<file path="config.mk">
export PLATFORM = sky130hd
export DESIGN_NAME = twwa_mul
export DESIGN_NICKNAME = d
export VERILOG_FILES = /design/src/hdl/twwa_pkg.sv /design/src/hdl/twwa_mul.sv
export SDC_FILE = /design/constraint.sdc
export NUM_CORES = 1
export LEC_CHECK = 0
export BUFFER_PORTS_ARGS = -buffer_cell sky130_fd_sc_hd__clkbuf_2
export CORE_MARGIN = 2
export CORE_UTILIZATION = 59
export CTS_CLUSTER_DIAMETER = 120
export DETAILED_ROUTE_END_ITERATION = 12
export GPL_TIMING_DRIVEN = 0
export PLACE_DENSITY_LB_ADDON = 0.12
export SYNTH_ARGS = -nofsm -noshare
export SYNTH_HDL_FRONTEND = slang
export SYNTH_SLANG_ARGS = --single-unit
</file>
<file path="constraint.sdc">
create_clock -name clk_i -period 4.35 [get_ports clk_i]
set_input_delay 0 -clock clk_i [delete_from_list [all_inputs] [get_ports clk_i]]
set_output_delay 0 -clock clk_i [all_outputs]
set_load 0.01 [all_outputs]
</file>
<file path="src/hdl/twwa_pkg.sv">
// ----------------------------------------------------------------------------
// twwa_pkg
// Shared constants and types of the trade window weighted-average block.
// ----------------------------------------------------------------------------
package twwa_pkg;

  localparam int unsigned TimeW  = 32;
  localparam int unsigned PriceW = 40;
  localparam int unsigned AccW   = 64;
  localparam int unsigned FracW  = 16;

  localparam logic [TimeW-1:0] DefaultSpan    = 32'd604800;
  localparam logic [TimeW-1:0] DefaultMinTime = 32'd1272000000;
  localparam logic [AccW-1:0]  AllOnes        = {AccW{1'b1}};

  // Register indexes of the configuration port.
  localparam logic [0:0] RegWindowSpan = 1'b0;
  localparam logic [0:0] RegMinTime    = 1'b1;

  // Input item codes.
  localparam logic OpTrade = 1'b0;
  localparam logic OpFlush = 1'b1;

  typedef struct packed {
    logic                  opcode;
    logic [TimeW-1:0]      trade_time;
    logic [PriceW-1:0]     trade_price;
    logic [PriceW-1:0]     trade_volume;
  } trade_t;

  typedef struct packed {
    logic [TimeW-1:0] window_start_time;
    logic [AccW-1:0]  volume_weighted_price;
    logic [AccW-1:0]  volume_sum;
    logic [AccW-1:0]  notional_weighted_price;
    logic [AccW-1:0]  notional_sum;
    logic [AccW-1:0]  recip_volume_weighted_price;
    logic [AccW-1:0]  recip_volume_sum;
    logic [AccW-1:0]  recip_notional_weighted_price;
    logic [AccW-1:0]  recip_notional_sum;
  } window_t;

  typedef struct packed {
    logic             index;
    logic [TimeW-1:0] data;
  } cfg_t;

  // Saturating add of two sums.
  function automatic logic [AccW-1:0] sat_add(input logic [AccW-1:0] a,
                                              input logic [AccW-1:0] b);
    logic [AccW:0] s;
    s = {1'b0, a} + {1'b0, b};
    return s[AccW] ? AllOnes : s[AccW-1:0];
  endfunction

endpackage

</file>
<file path="src/hdl/twwa_mul.sv">
// ----------------------------------------------------------------------------
// twwa_mul
// Shift-and-add multiplier, one multiplier bit per cycle, 128-bit product.
// ----------------------------------------------------------------------------
module twwa_mul
  import twwa_pkg::*;
(
  input  logic             clk_i,
  input  logic             rst_ni,
  input  logic             start_i,
  input  logic [AccW-1:0]  a_i,
  input  logic [AccW-1:0]  b_i,
  output logic             done_o,
  output logic [2*AccW-1:0] prod_o
);
  logic [2*AccW-1:0] acc_q, acc_d;
  logic [2*AccW-1:0] mcand_q, mcand_d;
  logic [AccW-1:0]   mplier_q, mplier_d;
  logic [6:0]        cnt_q, cnt_d;
  logic              busy_q, busy_d, done_q, done_d;

  // One partial product per cycle, LSB of the multiplier first.
  always_comb begin
    acc_d = acc_q; mcand_d = mcand_q; mplier_d = mplier_q;
    cnt_d = cnt_q; busy_d = busy_q; done_d = 1'b0;
    if (start_i) begin
      acc_d = '0; mcand_d = {{AccW{1'b0}}, a_i}; mplier_d = b_i;
      cnt_d = '0; busy_d = 1'b1;
    end else if (busy_q) begin
      if (mplier_q[0]) acc_d = acc_q + mcand_q;
      mcand_d  = mcand_q << 1;
      mplier_d = mplier_q >> 1;
      cnt_d    = cnt_q + 7'd1;
      if (cnt_q == 7'(AccW - 1)) begin
        busy_d = 1'b0; done_d = 1'b1;
      end
    end
  end

  always_ff @(posedge clk_i or negedge rst_ni) begin
    if (!rst_ni) begin
      busy_q <= 1'b0; done_q <= 1'b0; cnt_q <= '0;
    end else begin
      busy_q <= busy_d; done_q <= done_d; cnt_q <= cnt_d;
    end
  end

  always_ff @(posedge clk_i) begin
    acc_q <= acc_d; mcand_q <= mcand_d; mplier_q <= mplier_d;
  end

  assign done_o = done_q;
  assign prod_o = acc_q;
endmodule

</file>
* Word-level counts from Yosys, hierarchy flattened *
Index checks and enable logic that the tools add are counted.

word-level totals
  output and inout bits = 129
  flip-flop bits (word level) = 329
  input bits = 131

cells by class
  muxes and demuxes = 12
  equality and inequality tests = 1
  reduce and logical (&&, ||, !) cells = 2
  add/sub/neg operators = 2

operator list
  kind                                                                    count
  64-bit 2-to-1 mux                                                       4
  128-bit adder                                                           1
  7-bit 2-to-1 mux                                                        2
  7-bit by 1-bit adder with 7-bit output (second input constant)          1
  7-bit by 6-bit equality test with 1-bit output (second input constant)  1
  1-bit 2-to-1 mux                                                        6
  2-bit AND reduction                                                     1
  2-bit nonzero test                                                      1

* Depth between registers and ports, before layout *
  depth after elaboration = 4
  depth in mapped cells = 13

* Least setup slack after synthesis *
OpenSTA, ideal clock, no wires.

  path type = reg2reg
  start = reg acc_q[74] (netlist: prod_o[74])
  end = reg acc_q[127] (netlist: prod_o[127])
  buffers on the path = 1
  data arrival time = 3491 ps
  period minus slack after synthesis = 3612 ps
  stages on the path, launching flop included = 14
  path slack = 738 ps
  library setup time = 121 ps
  cell sequence = dfxtp_1 -> ha_1 -> buf_2 -> nand4_1 -> or3_1 -> or4_1 -> or4_1 -> a311oi_2 -> o21ai_1 -> nand2_2 -> a31oi_4 -> o2111a_1 -> o31a_1 -> mux2_4

on the way
  word-level cells in the longest chain between the ends = 1

RTL lines
  element                 RTL line        text
  start, declared         twwa_mul.sv:16  logic [2*AccW-1:0] acc_q, acc_d;
  start signal, assigned  twwa_mul.sv:49  acc_q <= acc_d; mcand_q <= mcand_d; mplier_q <= mplier_d;
  128-bit adder           twwa_mul.sv:30  if (mplier_q[0]) acc_d = acc_q + mcand_q;

Every way passes these cells.
A chain may end at the register's enable or synchronous reset.

* Final worst setup path *
  start = reg mcand_q[16]
  end = reg acc_q[78] (netlist: prod_o[78])

on the way
  word-level cells in the longest chain between the ends = 1

RTL lines
  element                 RTL line        text
  start, declared         twwa_mul.sv:17  logic [2*AccW-1:0] mcand_q, mcand_d;
  start signal, assigned  twwa_mul.sv:49
  128-bit adder           twwa_mul.sv:30

Every way passes these cells.

==> impl_metrics.ini <==
[hold_path]
hold_start = start_i
hold_end = prod_o[123]$_SDFFE_PP0P_
hold_path_class = in -> reg
hold_path_depth = 4

[timing]
setup_viol = 0
skew_ps = 13.0
finalSetupTns_ps = 0
finalCritPeriodShare_pct = 97.4
timing.hold.ws_ps = 214
slew_violations = 0
slew_headroom_pct = 27.4
clock.fmax_mhz = 236
fin_ws_ps = 112
worst_pin_slew_ps = 1090
hold_viol = 0
period_needed_ps = 4240

[critical_path]
path_cells = ha_1 > clkbuf_1 > nand4_1 > nor3_1 > a22o_1 > a311oi_2 > nand4b_1 > a2111oi_0 > nor2_1 > o21ai_1 > a21oi_1 > xor2_1 > o21ai_0
timing.rr.start = mcand_q[16]$_DFFE_PP_
reg2reg_depth = 13
reg2reg_slack_ps = 110
critPathMaxFanout = 7
critical-path-slowest-cell = o21ai_1
worstSetupStartpointType = register
worstPathArrival_ps = 4730
cp_num_buf_inv = 1
worstSetupPathType = reg -> reg
cpLargestDelayFamily = compound AO/OA/AOI/OAI gates
crit_required_ps = 4850
slowest_delay_ps = 510
worst_r2r_endpoint = prod_o[78]$_SDFFE_PP0P_
cp-end-kind = register

[floorplan]
die_w_um = 191
ios = 260
die_area_um2 = 36500
rows = 68
fp.dieH_um = 191
start_util_pct = 59.9
core-area_um2 = 34500

[clock_tree]
clock_latency_ps = 580
cts-root-buf = clkbuf_16
htree_levels = 2
numCtsBuffers = 36
cts.path.max_buffers = 3
cts_tree = built
cts_sinks = 329
clkTransAtPathRegs_ps = 60

[power]
ir_worst_vdd_mv = 0.401
p_per_area_nw_per_um2 = 395
power_leakage_uw = 0.0107
finalPower_uw = 9880

[layout]
regArea_um2 = 7910
synthToLayoutAreaGrowth_pct = 21.3
fill_cells = 2646
finalNetCount = 3041
multiInputGateArea_um2 = 12200
layout-drive-gt1-share_pct = 17.2

[synth]
synth.most_common_cell = nand2_1
synth_edf_count = 128
synth.largest_area_cell = dfxtp_1
ys.warnings.count = 0
ys_types = 74
synth_fa_ha_area_share_pct = 7.86
async_flop_share_pct = 2.74
avgSynthCellArea_um2 = 8.78
ys.flop_type = dfxtp_1
synthMuxAreaShare_pct = 10.3
netlist_instances = 2350
synth_top_cell_area_share_pct = 18.6
ys_ff_latch = 329
synthXorXnorAreaFrac_pct = 4.96
synth_top_family_by_area = compound AO/OA/AOI/OAI gates
syn_area_um2 = 20600
synthTopCellsByArea = dfxtp_1 19%, edfxtp_1 19%, ha_1 7.8%
synth-simple-area-share_pct = 16.5
synth_compound_area_share_pct = 19.0
synth_nets = 2610
synth_commonest_cells = 312 x nand2_1, 269 x a21oi_1, 206 x nor2_1
ys_seq_area_share_pct = 38.3

[global_route]
grt_max_degree = 50
antenna_found_initial = 3
grt_pass1_vias = 20038
grt_pass1_wl_mm = 108
grtUsageTotal_pct = 37.8
grt_overflow = 0

[route]
wl_mm = 70.4
dr.pass1.iters = 6
wire_per_inst_um = 21.6
drt_iter0_markers = 1701
viasPerCell = 6.21
ant_nets = 0
num_vias = 20279
drc_errors = 0

[placement]
gp_congestion = 1.03
io_buffers = 259
dp_hpwl_mm = 49.7
pre_cts_ws_ps = -648

[run_status]
status = finished, final reports clean

[run]
drv_cap = 0
## routing by layer
metal | vias to the layer above | global-route usage, % | part of all wire, %
li1 | 9429 | - | -
met1 | 9631 | 47.3 | 40
met2 | 984 | 62.8 | 46
met3 | 235 | 5.97 | 7.7
met4 | 0 | 20.0 | 5.5
met5 | - | 0 | 0
## power by group
group / switching (µW) / total, µW / internal (µW) / leakage [µW]
Sequential: 245 / 3760 / 3510 / 0.00304
Combinational: 1970 / 3150 / 1180 / 0.00708
Clock: 1370 / 2970 / 1600 / 0.000532
## worst max-delay path by stage
| stage | start | endpoint | slack, ps | depth (start not counted) |
|---|---|---|---|---|
| floorplan | prod_o[74]$_SDFFE_PP0P_ | prod_o[127]$_SDFFE_PP0P_ | 740 | 13 |
| global placement | mcand_q[0]$_SDFFCE_PN0P_ | prod_o[92]$_SDFFE_PP0P_ | -700 | 13 |
| detailed placement | mcand_q[0]$_SDFFCE_PN0P_ | prod_o[92]$_SDFFE_PP0P_ | -650 | 13 |
| CTS | mcand_q[63]$_DFFE_PP_ | prod_o[127]$_SDFFE_PP0P_ | 30 | 13 |
| global route | mcand_q[16]$_DFFE_PP_ | prod_o[78]$_SDFFE_PP0P_ | -30 | 13 |
| finish | mcand_q[16]$_DFFE_PP_ | prod_o[78]$_SDFFE_PP0P_ | 110 | 13 |
## cell families (layout without fill, tap and decap cells)
logic type	count (synthesis)	in the layout
AO/OA/AOI/OAI	660	660
XOR/XNOR	117	117
adder cells (fa/ha/maj)	129	129
buffers and inverters	165	623
other	0	2
AND/OR/NAND/NOR	754	754
multiplexers	196	196
flip-flops	329	329
## registers in the layout, indices dropped and copies added, names as in the netlist
name	flops
done_o	1
busy_q	1
mcand_q	128
mplier_q	64
prod_o	128
cnt_q	7
## repair_timing
item	CTS	global route
pin swaps	1	0
buffers inserted	2	0
setup endpoints to repair	14	13
hold buffers	130	0
hold endpoints to repair	137	0
resized for setup	3	11
## worst register-to-register path, stage by stage, from the launching register on
cell and delay [ps]:
edfxtp_1 430, ha_1 310, clkbuf_1 280, nand4_1 210, nor3_1 460, a22o_1 250
a311oi_2 90, nand4b_1 390, a2111oi_0 470, nor2_1 250, o21ai_1 510, a21oi_1 200
xor2_1 170, o21ai_0 150
## cell usage in the layout (no fill, tap or decap), types with 8 or more instances in the layout
master | Yosys | layout
a31oi_1 | 11 | 11
edfxtp_1 | 128 | 128
mux2_2 | 126 | 126
inv_1 | 37 | 37
and2_1 | 13 | 13
xor2_1 | 46 | 46
dfrtp_1 | 9 | 9
nor2b_1 | 9 | 9
nor3_1 | 26 | 24
and4_1 | 8 | 8
nor4_1 | 10 | 9
and3_1 | 12 | 12
buf_1 | 14 | 14
clkbuf_2 | 1 | 260
a21boi_0 | 14 | 13
a211oi_1 | 15 | 15
ha_1 | 128 | 128
nor2_1 | 206 | 206
o21a_1 | 22 | 22
a21oi_1 | 269 | 268
mux2i_1 | 69 | 69
o211ai_1 | 10 | 10
nand4_1 | 68 | 68
xnor2_1 | 71 | 71
dlygate4sd3_1 | 0 | 130
o21ai_0 | 176 | 174
dfxtp_1 | 192 | 192
or3_1 | 13 | 13
or2_2 | 13 | 12
nand2b_1 | 13 | 13
nand2_1 | 312 | 312
nand3_1 | 28 | 28
clkbuf_16 | 0 | 36
clkbuf_1 | 105 | 113
o21bai_1 | 33 | 33
a21o_1 | 39 | 39
## layout make-up
class	instances	share of cell area, %
timing repair buffer	393	10.7
clock inverter	18	0.490
multi-input combinational	1856	48.5
tap	455	2.27
buffer	128	1.99
antenna	2	0.0200
sequential	329	31.6
clock buffer	47	3.88
inverter	37	0.555
## stage by stage
stage / utilization [%] / instances / instance area (µm²)
3_5_place_dp: 65.5 / 3066 / 22600
5_1_grt: 72.7 / 3264 / 25000
2_1_floorplan: - / 2350 / 20600
3_3_place_gp: 65.3 / 3064 / 22500
4_1_cts: 72.5 / 3263 / 25000
6_report: 72.7 / 3265 / 25000
No activity file was read; power rests on OpenSTA's default activity.
