File: src/hdl/twwa_pkg.sv
// ----------------------------------------------------------------------------
// twwa_pkg
// Shared constants and types of the trade window weighted-average block.
// ----------------------------------------------------------------------------
package twwa_pkg;

  localparam int unsigned TimeW  = 32;
  localparam int unsigned PriceW = 40;
  localparam int unsigned AccW   = 64;
  localparam int unsigned FracW  = 16;

  localparam logic [TimeW-1:0] DefaultSpan    = 32'd604800;
  localparam logic [TimeW-1:0] DefaultMinTime = 32'd1272000000;
  localparam logic [AccW-1:0]  AllOnes        = {AccW{1'b1}};

  // Register indexes of the configuration port.
  localparam logic [0:0] RegWindowSpan = 1'b0;
  localparam logic [0:0] RegMinTime    = 1'b1;

  // Input item codes.
  localparam logic OpTrade = 1'b0;
  localparam logic OpFlush = 1'b1;

  typedef struct packed {
    logic                  opcode;
    logic [TimeW-1:0]      trade_time;
    logic [PriceW-1:0]     trade_price;
    logic [PriceW-1:0]     trade_volume;
  } trade_t;

  typedef struct packed {
    logic [TimeW-1:0] window_start_time;
    logic [AccW-1:0]  volume_weighted_price;
    logic [AccW-1:0]  volume_sum;
    logic [AccW-1:0]  notional_weighted_price;
    logic [AccW-1:0]  notional_sum;
    logic [AccW-1:0]  recip_volume_weighted_price;
    logic [AccW-1:0]  recip_volume_sum;
    logic [AccW-1:0]  recip_notional_weighted_price;
    logic [AccW-1:0]  recip_notional_sum;
  } window_t;

  typedef struct packed {
    logic             index;
    logic [TimeW-1:0] data;
  } cfg_t;

  // Saturating add of two sums.
  function automatic logic [AccW-1:0] sat_add(input logic [AccW-1:0] a,
                                              input logic [AccW-1:0] b);
    logic [AccW:0] s;
    s = {1'b0, a} + {1'b0, b};
    return s[AccW] ? AllOnes : s[AccW-1:0];
  endfunction

endpackage

File: src/hdl/twwa_div.sv
// ----------------------------------------------------------------------------
// twwa_div
// Restoring divider, one quotient bit per cycle: 128-bit dividend over a
// 64-bit divisor, quotient saturated to 64 bits.
// ----------------------------------------------------------------------------
module twwa_div
  import twwa_pkg::*;
(
  input  logic              clk_i,
  input  logic              rst_ni,
  input  logic              start_i,
  input  logic [2*AccW-1:0] num_i,
  input  logic [AccW-1:0]   den_i,
  output logic              done_o,
  output logic [AccW-1:0]   quot_o
);
  logic [2*AccW-1:0] num_q, num_d;
  logic [AccW:0]     rem_q, rem_d;
  logic [AccW-1:0]   den_q, den_d;
  logic [2*AccW-1:0] quo_q, quo_d;
  logic [7:0]        cnt_q, cnt_d;
  logic              busy_q, busy_d, done_q, done_d;
  logic [AccW:0]     trial;

  // Shift in one dividend bit, subtract when it fits.
  always_comb begin
    num_d = num_q; rem_d = rem_q; den_d = den_q; quo_d = quo_q;
    cnt_d = cnt_q; busy_d = busy_q; done_d = 1'b0;
    trial = {rem_q[AccW-1:0], num_q[2*AccW-1]};
    if (start_i) begin
      num_d = num_i; den_d = den_i; rem_d = '0; quo_d = '0;
      cnt_d = '0; busy_d = 1'b1;
    end else if (busy_q) begin
      num_d = num_q << 1;
      if (trial >= {1'b0, den_q}) begin
        rem_d = trial - {1'b0, den_q};
        quo_d = {quo_q[2*AccW-2:0], 1'b1};
      end else begin
        rem_d = trial;
        quo_d = {quo_q[2*AccW-2:0], 1'b0};
      end
      cnt_d = cnt_q + 8'd1;
      if (cnt_q == 8'(2*AccW - 1)) begin
        busy_d = 1'b0; done_d = 1'b1;
      end
    end
  end

  always_ff @(posedge clk_i or negedge rst_ni) begin
    if (!rst_ni) begin
      busy_q <= 1'b0; done_q <= 1'b0; cnt_q <= '0;
    end else begin
      busy_q <= busy_d; done_q <= done_d; cnt_q <= cnt_d;
    end
  end

  always_ff @(posedge clk_i) begin
    num_q <= num_d; rem_q <= rem_d; den_q <= den_d; quo_q <= quo_d;
  end

  // Zero divisor or a quotient above 64 bits reads as all ones.
  assign done_o = done_q;
  assign quot_o = (den_q == '0 || quo_q[2*AccW-1:AccW] != '0) ? AllOnes
                                                              : quo_q[AccW-1:0];
endmodule

File: config.mk
export PLATFORM = sky130hd
export DESIGN_NAME = twwa_div
export DESIGN_NICKNAME = d
export VERILOG_FILES = /design/src/hdl/twwa_pkg.sv /design/src/hdl/twwa_div.sv
export SDC_FILE = /design/constraint.sdc
export NUM_CORES = 1
export LEC_CHECK = 0
export BUFFER_PORTS_ARGS = -buffer_cell sky130_fd_sc_hd__buf_2
export CORE_ASPECT_RATIO = 0.75
export CORE_MARGIN = 1
export CORE_UTILIZATION = 40
export CTS_CLUSTER_SIZE = 28
export DETAILED_ROUTE_END_ITERATION = 12
export GPL_TIMING_DRIVEN = 0
export SLEW_MARGIN = 20
export SYNTH_ARGS = -nofsm -noshare
export SYNTH_HDL_FRONTEND = slang
export SYNTH_SLANG_ARGS = --single-unit
File: constraint.sdc
create_clock -name clk_i -period 5.2 [get_ports clk_i]
set_input_delay 1.04 -clock clk_i [delete_from_list [all_inputs] [get_ports clk_i]]
set_output_delay 1.04 -clock clk_i [all_outputs]
set_load 0.005 [all_outputs]
### Word-level counts from Yosys, hierarchy flattened

Cells that the tools add are included.

* add/sub/neg operators: 2
* order comparisons: 1
* equality and inequality tests: 1
* muxes and demuxes: 13
* reductions and logical operators: 4

Operator list (count)
* $mux W128: 2
* $mux W64: 2
* $ge A65 B64 Y1: 1
* $logic_not A64 Y1: 1
* $reduce_bool A64 Y1: 1
* $sub A64 B64 Y64: 1
* $mux W8: 2
* $add A8 B1 Y8 const B: 1
* $eq A8 B7 Y1 const B: 1
* $mux W1: 7
* $reduce_bool A2 Y1: 1
* $logic_or A1 B1 Y1: 1

* flip-flop bits (word level): 394
* input port bits: 195
* output and inout port bits: 65
* logic and storage cells: 28

### Depth between registers and ports, before layout

Gate-level depths: netlist of run 1.

* depth after elaboration: 4
* mapped depth: 17
* gate-level depth less buffers: 14

### Worst setup path after synthesis of run 1

OpenSTA, ideal clock, no wires.

* path kind: input-to-reg
* from: input start_i
* to: register num_q[0] (enable)
* arrival time: 3.984 ns
* data required time: 4.720 ns
* path slack: 0.735 ns
* cell stages on the path: 4
* path through: clkbuf_1 -> nor2_1 -> clkbuf_1 -> inv_1

* cells in the longest elaborated chain, start to end: 1

RTL lines
* start: declaration: RTL line twwa_div.sv:11 `input logic start_i,`
* $reduce_bool A2 Y1 (no line)
* end signal: assignment: RTL line twwa_div.sv:58 `num_q <= num_d; rem_q <= rem_d; den_q <= den_d; quo_q <= quo_d;`
* end: declaration: RTL line twwa_div.sv:17 `logic [2*AccW-1:0] num_q, num_d;`

Every way passes these cells.
A chain may end at the register's enable or synchronous reset.

### Worst setup path in the final report of run 1

* from: register den_q[33]
* to: output quot_o[16]

* cells in the longest elaborated chain, start to end: 3

RTL lines
* start: declaration: RTL line twwa_div.sv:19 `logic [AccW-1:0] den_q, den_d;`
* start signal: assignment: RTL line twwa_div.sv:58
* $logic_not A64 Y1: RTL line twwa_div.sv:63 `assign quot_o = (den_q == '0 || quo_q[2*AccW-1:AccW] != '0) ? AllOnes`
* $logic_or A1 B1 Y1: RTL line twwa_div.sv:63
* $mux W64: RTL line twwa_div.sv:63
* end: declaration: RTL line twwa_div.sv:15 `output logic [AccW-1:0] quot_o`

Every way passes these cells.

==> reports/qor.yml, run 1 <==
place:
  dp.final_hpwl_mm: 36.8
  globalplace.congestion: 0.933
  io_buffer_count: 259
  placed_area_um2: 21700
drt:
  drtPass1Iterations: 5
  wl_per_cell_um: 17.7
  drc: 0
  wl_mm: 50.0
  routed_via_density: 5.23
  ant_nets: 0
  drt_iter0_drc: 1154
  via_count: 14730
logic_synthesis:
  yosysSeqAreaShare_pct: 50.4
  ys_types: 68
  syn_inst: 1828
  ys_ff_latch: 394
  yosysWarnings: 0
  synth_edf_count: 192
  async_reset_ff_share_pct: 2.54
  syn_avg_cell_area_um2: 10.7
  syn_nets: 2089
  synth_area_um2: 19600
  synthTopCellsByArea: "edfxtp_1 29%, dfxtp_1 20%, mux2i_1 8.4%"
  synth_top_cell_area_share_pct: 29.5
  yosysTopAreaCell: "edfxtp_1"
  synth_flop_cell: "edfxtp_1"
finish:
  fillers: 4478
  multi_input_area_um2: 8980
  syn_to_final_growth_pct: 18.9
  fin_area_um2: 23300
  regArea_um2: 9860
  layout-drive-gt1-share_pct: 25.6
  nNetsFinal: 2395
timing:
  finalHoldViolations: 0
  setup_violations: 0
  rsz0062_at_grt: "false"
  slew_violations: 0
  finalCriticalPeriod_ns: 4.75
  max_slew_margin_pct: 32.0
  fmax_mhz: 211
  skew_ns: 0.0165
  final.period_utilization_pct: 91.3
  tightest_slew_ns: 1.02
pwr:
  power_mw: 10.0
  ir_worst_vdd_mv: 0.233
  power_leakage_nw: 10.7
  p_per_area_nw_per_um2: 432
die:
  coreArea_um2: 47800
  die_height_um: 194
  rows: 69
  die_w_um: 257
  start_util_pct: 40.9
  ios: 260
  die_area_um2: 49800
clocking:
  insertion_delay_ns: 0.57
  root_buffer: "clkbuf_16"
  cts_htree_levels: 2
  cts_tree: "built"
  clk_transition_reported_paths_ns: 0.06
  cts_buffers: 43
  clk_path_buf_depth: 3
  clock_sinks: 394
grt:
  antenna_found_initial: 21
  grt_max_degree: 72
  overflow: 0
  grt_pass1_wl_mm: 78.7
  grtUsageTotal_pct: 19.8
  grt_pass1_vias: 14370
worst_setup_path:
  cp-end-kind: "output port"
  arrival_ns: 3.71
  cp.required_ns: 4.16
  crit_type: "reg -> out"
  worst-path-max-fanout: 10
  start_kind: "register"
worst_hold_path:
  hp-class: "in -> async"
job:
  cap_viol_max_count: 0
status:
  status: "complete, no violations"
final cells by class:
class / instances / area share (%)
Inverter: 84 / 1.38
Clock inverter: 24 / 1.32
Antenna cell: 9 / 0.0968
Buffer: 100 / 1.88
Multi-Input combinational cell: 1250 / 38.6
Timing Repair Buffer: 261 / 5.82
Tap cell: 639 / 3.44
Sequential cell: 394 / 42.4
Clock buffer: 56 / 5.10
sequential cells by signal (all words and copies together) (netlist names):
register	cells
rem_q	64
den_q	64
done_o	1
quo_q	128
busy_q	1
num_q	128
cnt_q	8
cells in the mapped netlist (38+ instances only):
cell type	n
nor2_1	237
dfxtp_1	192
edfxtp_1	192
mux2i_1	164
mux2_2	128
inv_1	83
a21oi_1	82
nand2_1	82
clkbuf_1	68
ha_1	65
or2_2	65
o21ai_0	49
a211oi_1	48
xnor2_1	38
placed cells by master, fill, tap and decap left out, types with 6 or more instances in the layout:
master,n
nor2b_1,6
a21o_1,31
or2_2,65
nand2_1,82
nor3_1,16
nand4_1,26
a211oi_2,9
diode_2,9
buf_1,17
o21ai_0,49
xor2_1,24
mux2_2,128
nand3_1,23
o21a_1,7
and2_1,7
dfxtp_1,192
o21ai_1,14
edfxtp_1,192
clkbuf_16,45
a211oi_1,48
and3_1,9
nor4_1,35
buf_2,263
clkinv_2,6
dfrtp_1,10
a31oi_1,14
xnor2_1,38
a21oi_1,82
clkbuf_1,77
buf_4,6
bufinv_16,6
ha_1,65
nor2_1,237
inv_1,82
o21bai_1,9
mux2i_1,164
cells by family (layout without fill, tap and decap cells):
logic type | count (synthesis) | in the layout | synth area share (%)
buf+inv | 184 | 525 | 3.85
compound gates | 300 | 300 | 10.2
mux | 293 | 293 | 15.8
other cells | 0 | 9 | 0
xor+xnor | 62 | 62 | 2.77
fa+ha+maj | 66 | 66 | 4.26
simple gates | 529 | 529 | 12.7
flops | 394 | 394 | 50.4
final timing paths:
kind                       slack [ns]         end      start  cells past startpoint
setup / recovery                 0.45  quot_o[16]  den_q[33]                      7
hold / removal                   0.33    cnt_q[0]     rst_ni                      1
setup reg to reg                 0.81   rem_q[62]  den_q[15]                     13
hold reg to reg                  0.49    quo_q[0]   quo_q[0]                      2
max in group asynchronous        4.67    cnt_q[5]     rst_ni                      1
min in group clk_i               0.49    quo_q[0]   quo_q[0]                      2
critical path, cell delays in order, from the launching register on:
cell      delay [ns]
edfxtp_1        0.41
nor4_2          0.66
nand4_1         0.32
or4_1           0.69
nand2_1         0.36
clkbuf_1        0.38
or2_2           0.20
buf_2           0.12
through the flow:
stage	instances	setup WS, ns	util, %	TNS (ns)	hold slack [ns]
floorplan	1828	0.735	-	0	0.442
global placement	2726	-2.10	45.3	-268.31	0.482
detailed placement	2728	0.689	45.4	0	0.483
CTS	2808	0.0403	48.6	0	0.294
global route	2812	0.257	48.6	0	0.313
finish	2817	0.450	48.6	0	0.332
power by group:
part / internal, mW / switching (mW) / leakage, nW
logic: 1.27 / 1.71 / 6.34
registers: 3.61 / 0.233 / 3.67
clock network: 1.92 / 1.29 / 0.714
total: 6.81 / 3.23 / 10.7
repair_timing:
action                     CTS  global route
setup buffers                0             0
hold buffers                 0             0
gates resized for setup      0             2
setup endpoints to repair    0            10
layer usage:
layer,GRT usage (%),part of all wire [%]
met5,0,0.22
met1,28.4,48
met3,6.58,8.9
met4,5.24,2.0
met2,28.4,41
No activity file was read; power rests on OpenSTA's default activity.
==> run 2: changes to the inputs <==
Settings changed: GPL_TIMING_DRIVEN 0 to unset.
==> run 2 against run 1 <==
Effect of this change:
- critical path depth is the same
- die area did not move
- non-clock buffer count down 87
- global-route usage is 1.5 points lower
- register-to-register slack better by 0.27 ns
- critical path type unchanged
==> reports/qor.yml, run 2 (synthesized netlist as in run 1, its figures left out) <==
finish:
  final_common_cell: "buf_2"
  largestRegisters: "num_q (128), quo_q (128)"
  layout-drive-gt1-share_pct: 26.5
  syn_to_final_growth_pct: 16.7
  final_cell_mix: "258 x buf_2, 237 x nor2_1, 192 x edfxtp_1, 192 x dfxtp_1, 164 x mux2i_1"
  nNetsFinal: 2308
status:
  status: "complete, no violations"
die:
  die_height_um: 194
  die_area_um2: 49800
  start_util_pct: 40.9
  ios: 260
  rows: 69
  die_w_um: 257
  coreArea_um2: 47800
timing:
  rsz0062_at_grt: "false"
  tightest_slew_ns: 1.13
  final.period_utilization_pct: 88.0
  setup_violations: 0
  finalCriticalPeriod_ns: 4.58
  slew_violations: 0
  max_slew_margin_pct: 24.8
  whs_ns: 0.330
  final.setup.tns_ns: 0
  skew_ns: 0.0124
  finalHoldViolations: 0
  fmax_mhz: 218
grt:
  overflow: 0
  grt_max_degree: 190
  antenna_found_initial: 14
  grtUsageTotal_pct: 18.3
  grt_pass1_wl_mm: 73.9
  grt_pass1_vias: 13550
worst_setup_path:
  r2r-start: "den_q[2]"
  worst-path-max-fanout: 64
  crit_type: "reg -> out"
  r2r_slack_ns: 1.08
  timing.rr.end: "rem_q[10]"
  cp-end-kind: "output port"
  start_kind: "register"
  cp.required_ns: 4.16
  arrival_ns: 3.54
  r2r_cells: 13
worst_hold_path:
  hp-class: "in -> async"
clocking:
  cts_htree_levels: 2
  cts_buffers: 43
  cts_tree: "built"
  cts_setup_buffers: 0
  clk_transition_reported_paths_ns: 0.06
  clk_path_buf_depth: 3
  root_buffer: "clkbuf_16"
  insertion_delay_ns: 0.56
  cts_hold_buf: 0
  cts_resized: 0
  clock_sinks: 394
drt:
  wl_mm: 46.7
  drt_iter0_drc: 947
  drtPass1Iterations: 6
  drc: 0
  routed_via_density: 5.22
  ant_nets: 0
  via_count: 14217
  wl_per_cell_um: 17.1
place:
  dp.final_hpwl_mm: 32.6
  globalplace.congestion: 0.932
  io_buffer_count: 259
pwr:
  p_per_area_nw_per_um2: 427
  power_leakage_nw: 10.6
  ir_worst_vdd_mv: 0.309
job:
  cap_viol_max_count: 0
run 2: changes by cell type in the layout (fill, tap and decap cells not counted), moves of 5 or more:
cell      before  now
buf_6          5    0
buf_2        263  258
buf_1         17    0
buf_4          6   13
clkbuf_1      77   12
diode_2        9    3
run 2: final cells by class:
class | instances | area [um2]
multi-input cells | 1250 | 8970
fillers | 4530 | 25000
clock buffers | 62 | 1240
inverters | 84 | 318
diodes | 3 | 7.51
well taps | 639 | 800
clock inverters | 18 | 191
repair buffers | 274 | 1440
flip-flops and latches | 394 | 9860
run 2: stage by stage:
step / worst slack, ns / utilization [%] / area, um2 / power (mW) / std cells
after floorplan: 0.735 / - / 19600 / 6.06 / 1828
after global placement: 0.952 / 44.7 / 21400 / 6.64 / 2641
after detailed placement: 0.917 / 44.7 / 21400 / 6.67 / 2641
after CTS: 0.286 / 47.7 / 22800 / 9.83 / 2721
after global routing: 0.355 / 47.7 / 22800 / 10.3 / 2722
final: 0.622 / 47.7 / 22800 / 9.75 / 2724
run 2: metal layers:
layer / vias up / global-route usage (%) / share of wire, %
met5: - / 0 / 0.23
met2: 393 / 25.7 / 40
met4: 18 / 4.62 / 1.8
met3: 72 / 6.17 / 8.4
li1: 7025 / - / -
met1: 6709 / 26.7 / 49
run 2: how the worst max path moves through the flow:
| stage | start | slack [ns] | endpoint | cells after the start |
|---|---|---|---|---|
| finish | den_q[4] | 0.62 | quot_o[6] | 7 |
| global route | den_q[4] | 0.35 | quot_o[1] | 7 |
| CTS | den_q[4] | 0.29 | quot_o[17] | 7 |
| detailed placement | den_q[4] | 0.92 | quot_o[17] | 7 |
| global placement | den_q[4] | 0.95 | quot_o[57] | 7 |
| floorplan | start_i | 0.74 | num_q[0] | 4 |
run 2: report_power, final:
group          leakage (nW)  switching, mW  total, mW  internal (mW)
Sequential             3.67          0.228       3.84           3.61
Combinational          6.21           1.60       2.82           1.22
Clock                 0.689           1.28       3.10           1.82
run 2: worst max-delay path: stages (launching register included):
cell,delay (ns)
edfxtp_1,0.45
nor4_2,0.66
nand4_1,0.40
or4_1,0.65
nand2_1,0.10
buf_4,0.37
or2_2,0.19
buf_2,0.11
